`config.mk`:
```
export PLATFORM = sky130hd
export DESIGN_NAME = hfcs_crc16_byte
export DESIGN_NICKNAME = d
export VERILOG_FILES = /design/src/hw/rtl/hfcs_pkg.sv /design/src/hw/rtl/hfcs_crc16_byte.sv
export SDC_FILE = /design/constraint.sdc
export NUM_CORES = 1
export LEC_CHECK = 0
export BUFFER_PORTS_ARGS = -buffer_cell sky130_fd_sc_hd__clkbuf_2
export CORE_AREA = 2 2 39 41
export DETAILED_ROUTE_END_ITERATION = 8
export DIE_AREA = 0 0 41 43
export GPL_TIMING_DRIVEN = 0
export PLACE_DENSITY = 0.71
export SYNTH_ARGS = -nofsm -noshare
export SYNTH_HDL_FRONTEND = slang
export SYNTH_SLANG_ARGS = --single-unit
```
`constraint.sdc`:
```
create_clock -name vclk -period 1.15
set_input_delay 0 -clock vclk [all_inputs]
set_output_delay 0 -clock vclk [all_outputs]
set_load 0.05 [all_outputs]
```
`src/hw/rtl/hfcs_pkg.sv`:
```
package hfcs_pkg;

    // Frame kind codes as carried on the result tuser.
    typedef enum logic [1:0] {
        KIND_SQUITTER = 2'd0,
        KIND_DOWNLINK = 2'd1,
        KIND_UPLINK   = 2'd2
    } frame_kind_t;

    // Check status codes as carried in the low bits of the result tdata.
    typedef enum logic [1:0] {
        STATUS_OK       = 2'd0,
        STATUS_FCS_FAIL = 2'd1,
        STATUS_SHORT    = 2'd2
    } check_status_t;

    // Reflected CRC-16 (HDLC / X.25).
    localparam logic [15:0] FCS_INIT = 16'hFFFF;
    localparam logic [15:0] FCS_POLY = 16'h8408;

    // Squitter geometry.
    localparam logic [7:0] SQ_HDR_LEN   = 8'd64;
    localparam logic [8:0] SQ_FRAME_LEN = 9'd66;

    // Downlink header base length before the LPDU entries.
    localparam logic [7:0] DL_HDR_BASE = 8'd6;
    // Uplink header prefix and per-block base length.
    localparam logic [7:0] UL_HDR_BASE = 8'd2;
    localparam logic [7:0] UL_BLK_BASE = 8'd2;

    // Byte position counter saturation value.
    localparam logic [7:0] POS_MAX = 8'd255;

endpackage

```
`src/hw/rtl/hfcs_crc16_byte.sv`:
```
module hfcs_crc16_byte
(
    input  logic [15:0] crc_in,
    input  logic [7:0]  data_in,
    output logic [15:0] crc_out
);

    // Eight reflected shift steps folded into one byte-wide update.
    always_comb
    begin
        logic [15:0] c;
        c = crc_in ^ {8'd0, data_in};
        for (int k = 0; k < 8; k++)
        begin
            if (c[0])
            begin
                c = (c >> 1) ^ hfcs_pkg::FCS_POLY;
            end
            else
            begin
                c = c >> 1;
            end
        end
        crc_out = c;
    end

endmodule

```
# After elaboration in Yosys (flattened, before gate mapping)
# Cells that the tools add are included.
[word_totals] input_bits=24 elab_cells=17 output_inout_bits=16 register_bits=0
[op_classes] bitwise_logic=9 muxes=8
[op_table] operator="$mux W16" n=8
[op_table] operator="$not A2 Y3" n=8
[op_table] operator="$xor A16 B8 Y16" n=1

# Logic depth before layout (Yosys ltp)
[depth] ltp_word=17 depth_mapped=3 ltp_nobuf=3

# Worst setup path before layout
# Ideal clock, no wire load.
[synth_timing] path_kind="in2out" from="input data_in[3]" to="output crc_out[15]" path_stages=3 setup_slack_ps=-360 path_buffers=0 t_required_ps=1150 arrival_ps=1510 cell_sequence="xnor2_1 -> inv_1 -> xnor2_1"
[synth_via] elab_chain_len=9
[synth_lines] element="from (decl)" line="hfcs_crc16_byte.sv:4" text="input logic [7:0] data_in,"
[synth_lines] element="$xor A16 B8 Y16" line="hfcs_crc16_byte.sv:12" text="c = crc_in ^ {8'd0, data_in};"
[synth_lines] element="$mux W16 (8 in series)" line="hfcs_crc16_byte.sv:15" text="if (c[0])"
[synth_lines] element="to (decl)" line="hfcs_crc16_byte.sv:5" text="output logic [15:0] crc_out"
# Every way passes these cells.

# Worst setup path in the final report
[layout_timing] from="input data_in[6]" to="output crc_out[2]"
[layout_via] elab_chain_len=10
[layout_lines] element="$xor A16 B8 Y16 (*)" line="hfcs_crc16_byte.sv:12"
[layout_lines] element="$mux W16 (*) (2 in series)" line="hfcs_crc16_byte.sv:15"
[layout_lines] element="$not A2 Y3 (no source line)"
[layout_lines] element="$mux W16 (*) (6 in series)" line="hfcs_crc16_byte.sv:15"
# Mark *: on every way between the ends. The rest lies on a longest branch, timed or not.

==> results.md <==
- Pin count of the biggest net entering global routing: 6
- Vias in the first global route: 305
- I/O pin count: 40
- Maximum vdd drop: 0.704 mV
- Area Overhead vs Synth: 73.7%
- Detailed Route Iter0 Violations: 0
- Most frequent CP cell: clkbuf_2
- Max_cap viols: 0
- RSZ-0062 raised after global routing: false
- ANT cells: 0
- Antenna violations before repair: 0
- Wire per inst: 9.84 um
- Die Ht: 43 um
- Endpoint type of the worst setup path: primary output
- Final core utilization: 47.7%
- Crit path launch type: primary input
- Vias per cell: 4.07
- First-pass GRT wire length: 1070 um
- # clk buffers: 0
- Post-DP HPWL: 715 um
- Pwr per Cell Area: 1450 nW/um^2
- Tcrit/Tclk final: 93.9%
- Non-Filler Instances: 81
- CP Max Fanout: 3
- DP Area: 619 um^2
- Nets: 91
- Pre-antenna DRT Iters: 1
- Cell row count: 14
- Worst Max-Slew Pin Slew: 383 ps
- Fin. max-slew vios: 0
- Slowest CP cell: xor3_4
- Gr ovfl total: 0
- Placed Cells: 81
- RePlAce Congestion: 0.646
- FFs & Latches: 0
- Run status: finished clean
- Cell Area, Synth: 380 um^2
- Total leakage power: 0.000390 uW
- Sequential cell area: 0 um^2
- Count of final setup violators: 0
- Synth Net Count: 49
- Share of cells above drive strength 1: 73.8%
- CP Data Required Time: 1150 ps
- Slowest Stage Delay on Critical Path: 390 ps
- CP arrival: 1080 ps
- Starting Density: 27.5%
- Synth Instances: 25
- Total global-route track usage: 8.43%
- Final hold violation count: 0
- Crit Path Class: primary input to primary output
- Post-synth cell types: 7
- Core box area: 1380 um^2
- Chip width: 41 um
- Mean Syn Cell Area: 15.2 um^2
- Max Fclk: 0.926 GHz
- Routed wire length: 797 um
- Fin Setup TNS: 0 ps
- # fillers: 131
- Hold Buf Count CTS: 0
- Fin crit period: 1080 ps
- Routed Antenna Nets: 0
- Yosys Warn Count: 0
- Multi-input logic area: 437 um^2
- Design area: 661 um^2
- Port bufs: 40
- Worst min-delay path class: primary input to primary output
- DIE AREA: 1760 um^2
- # DRC: 0
- Vias: 330
- Post-synthesis sequential area ratio: 0%
- Slew HR: 74.3%
- Crit-path cells: clkbuf_2, xnor2_1, xor3_4, clkbuf_2
critical path: cells and delay by family:
kind | cells | cell delay (ps)
buffers and inverters | 2 | 350
xor gates and xnor gates | 2 | 730
per-stage QoR:
step	setup WS, ps	total power (uW)	hold WS [ps]
final	70.5	960	371
after global routing	24.3	1010	399
after CTS	17.3	957	374
after detailed placement	-27.0	944	374
after global placement	12.0	937	371
after floorplan	55.5	762	305
Yosys cell counts:
master | number | area share [%]
xnor2_1 | 8 | 18
xnor3_1 | 5 | 30
xnor2_2 | 4 | 17
xor2_1 | 3 | 6.9
xor3_1 | 2 | 13
xor3_4 | 2 | 14
inv_1 | 1 | 0.99
cell type report:
| cell class | instances | share of cell area, % |
|---|---|---|
| multi-input cells | 24 | 66.1 |
| well taps | 16 | 3.03 |
| inverters | 1 | 0.568 |
| repair buffers | 40 | 30.3 |
metal layers:
metal	routed length, um	track usage (%)
met1	268	8.33
met2	366	17.5
met5	0	0
met3	162	1.05
met4	0	0
final timing paths:
path                        from         end  slack [ps]  cells past startpoint
worst max-delay path  data_in[6]  crc_out[2]          70                      4
worst min-delay path  crc_in[12]  crc_out[4]         370                      3
kinds of logic (layout without fill, tap and decap cells):
logic type                after synthesis  in the layout  share of synthesized area (%)
xor gates and xnor gates               24             24                           99.0
buffers and inverters                   1             41                          0.986
what timing repair did:
item / CTS / global route
gates cloned: 0 / 0
resized for setup: 2 / 2
setup endpoints to repair: 3 / 3
buffers inserted: 0 / 0
layout by cell type (no fill, tap or decap):
| cell | count |
|---|---|
| clkbuf_2 | 40 |
| xnor2_1 | 6 |
| xnor3_1 | 5 |
| xnor2_4 | 4 |
| xor2_1 | 3 |
| xnor2_2 | 2 |
| xor3_1 | 2 |
| xor3_4 | 2 |
| inv_1 | 1 |
power by group:
| part | switching (uW) | total, uW | internal [uW] |
|---|---|---|---|
| sequential | 0 | 0 | 0 |
| clock | 0 | 0 | 0 |
| combinational | 636 | 960 | 324 |
| total | 636 | 960 | 324 |
Power figures use the tool's default switching activity.
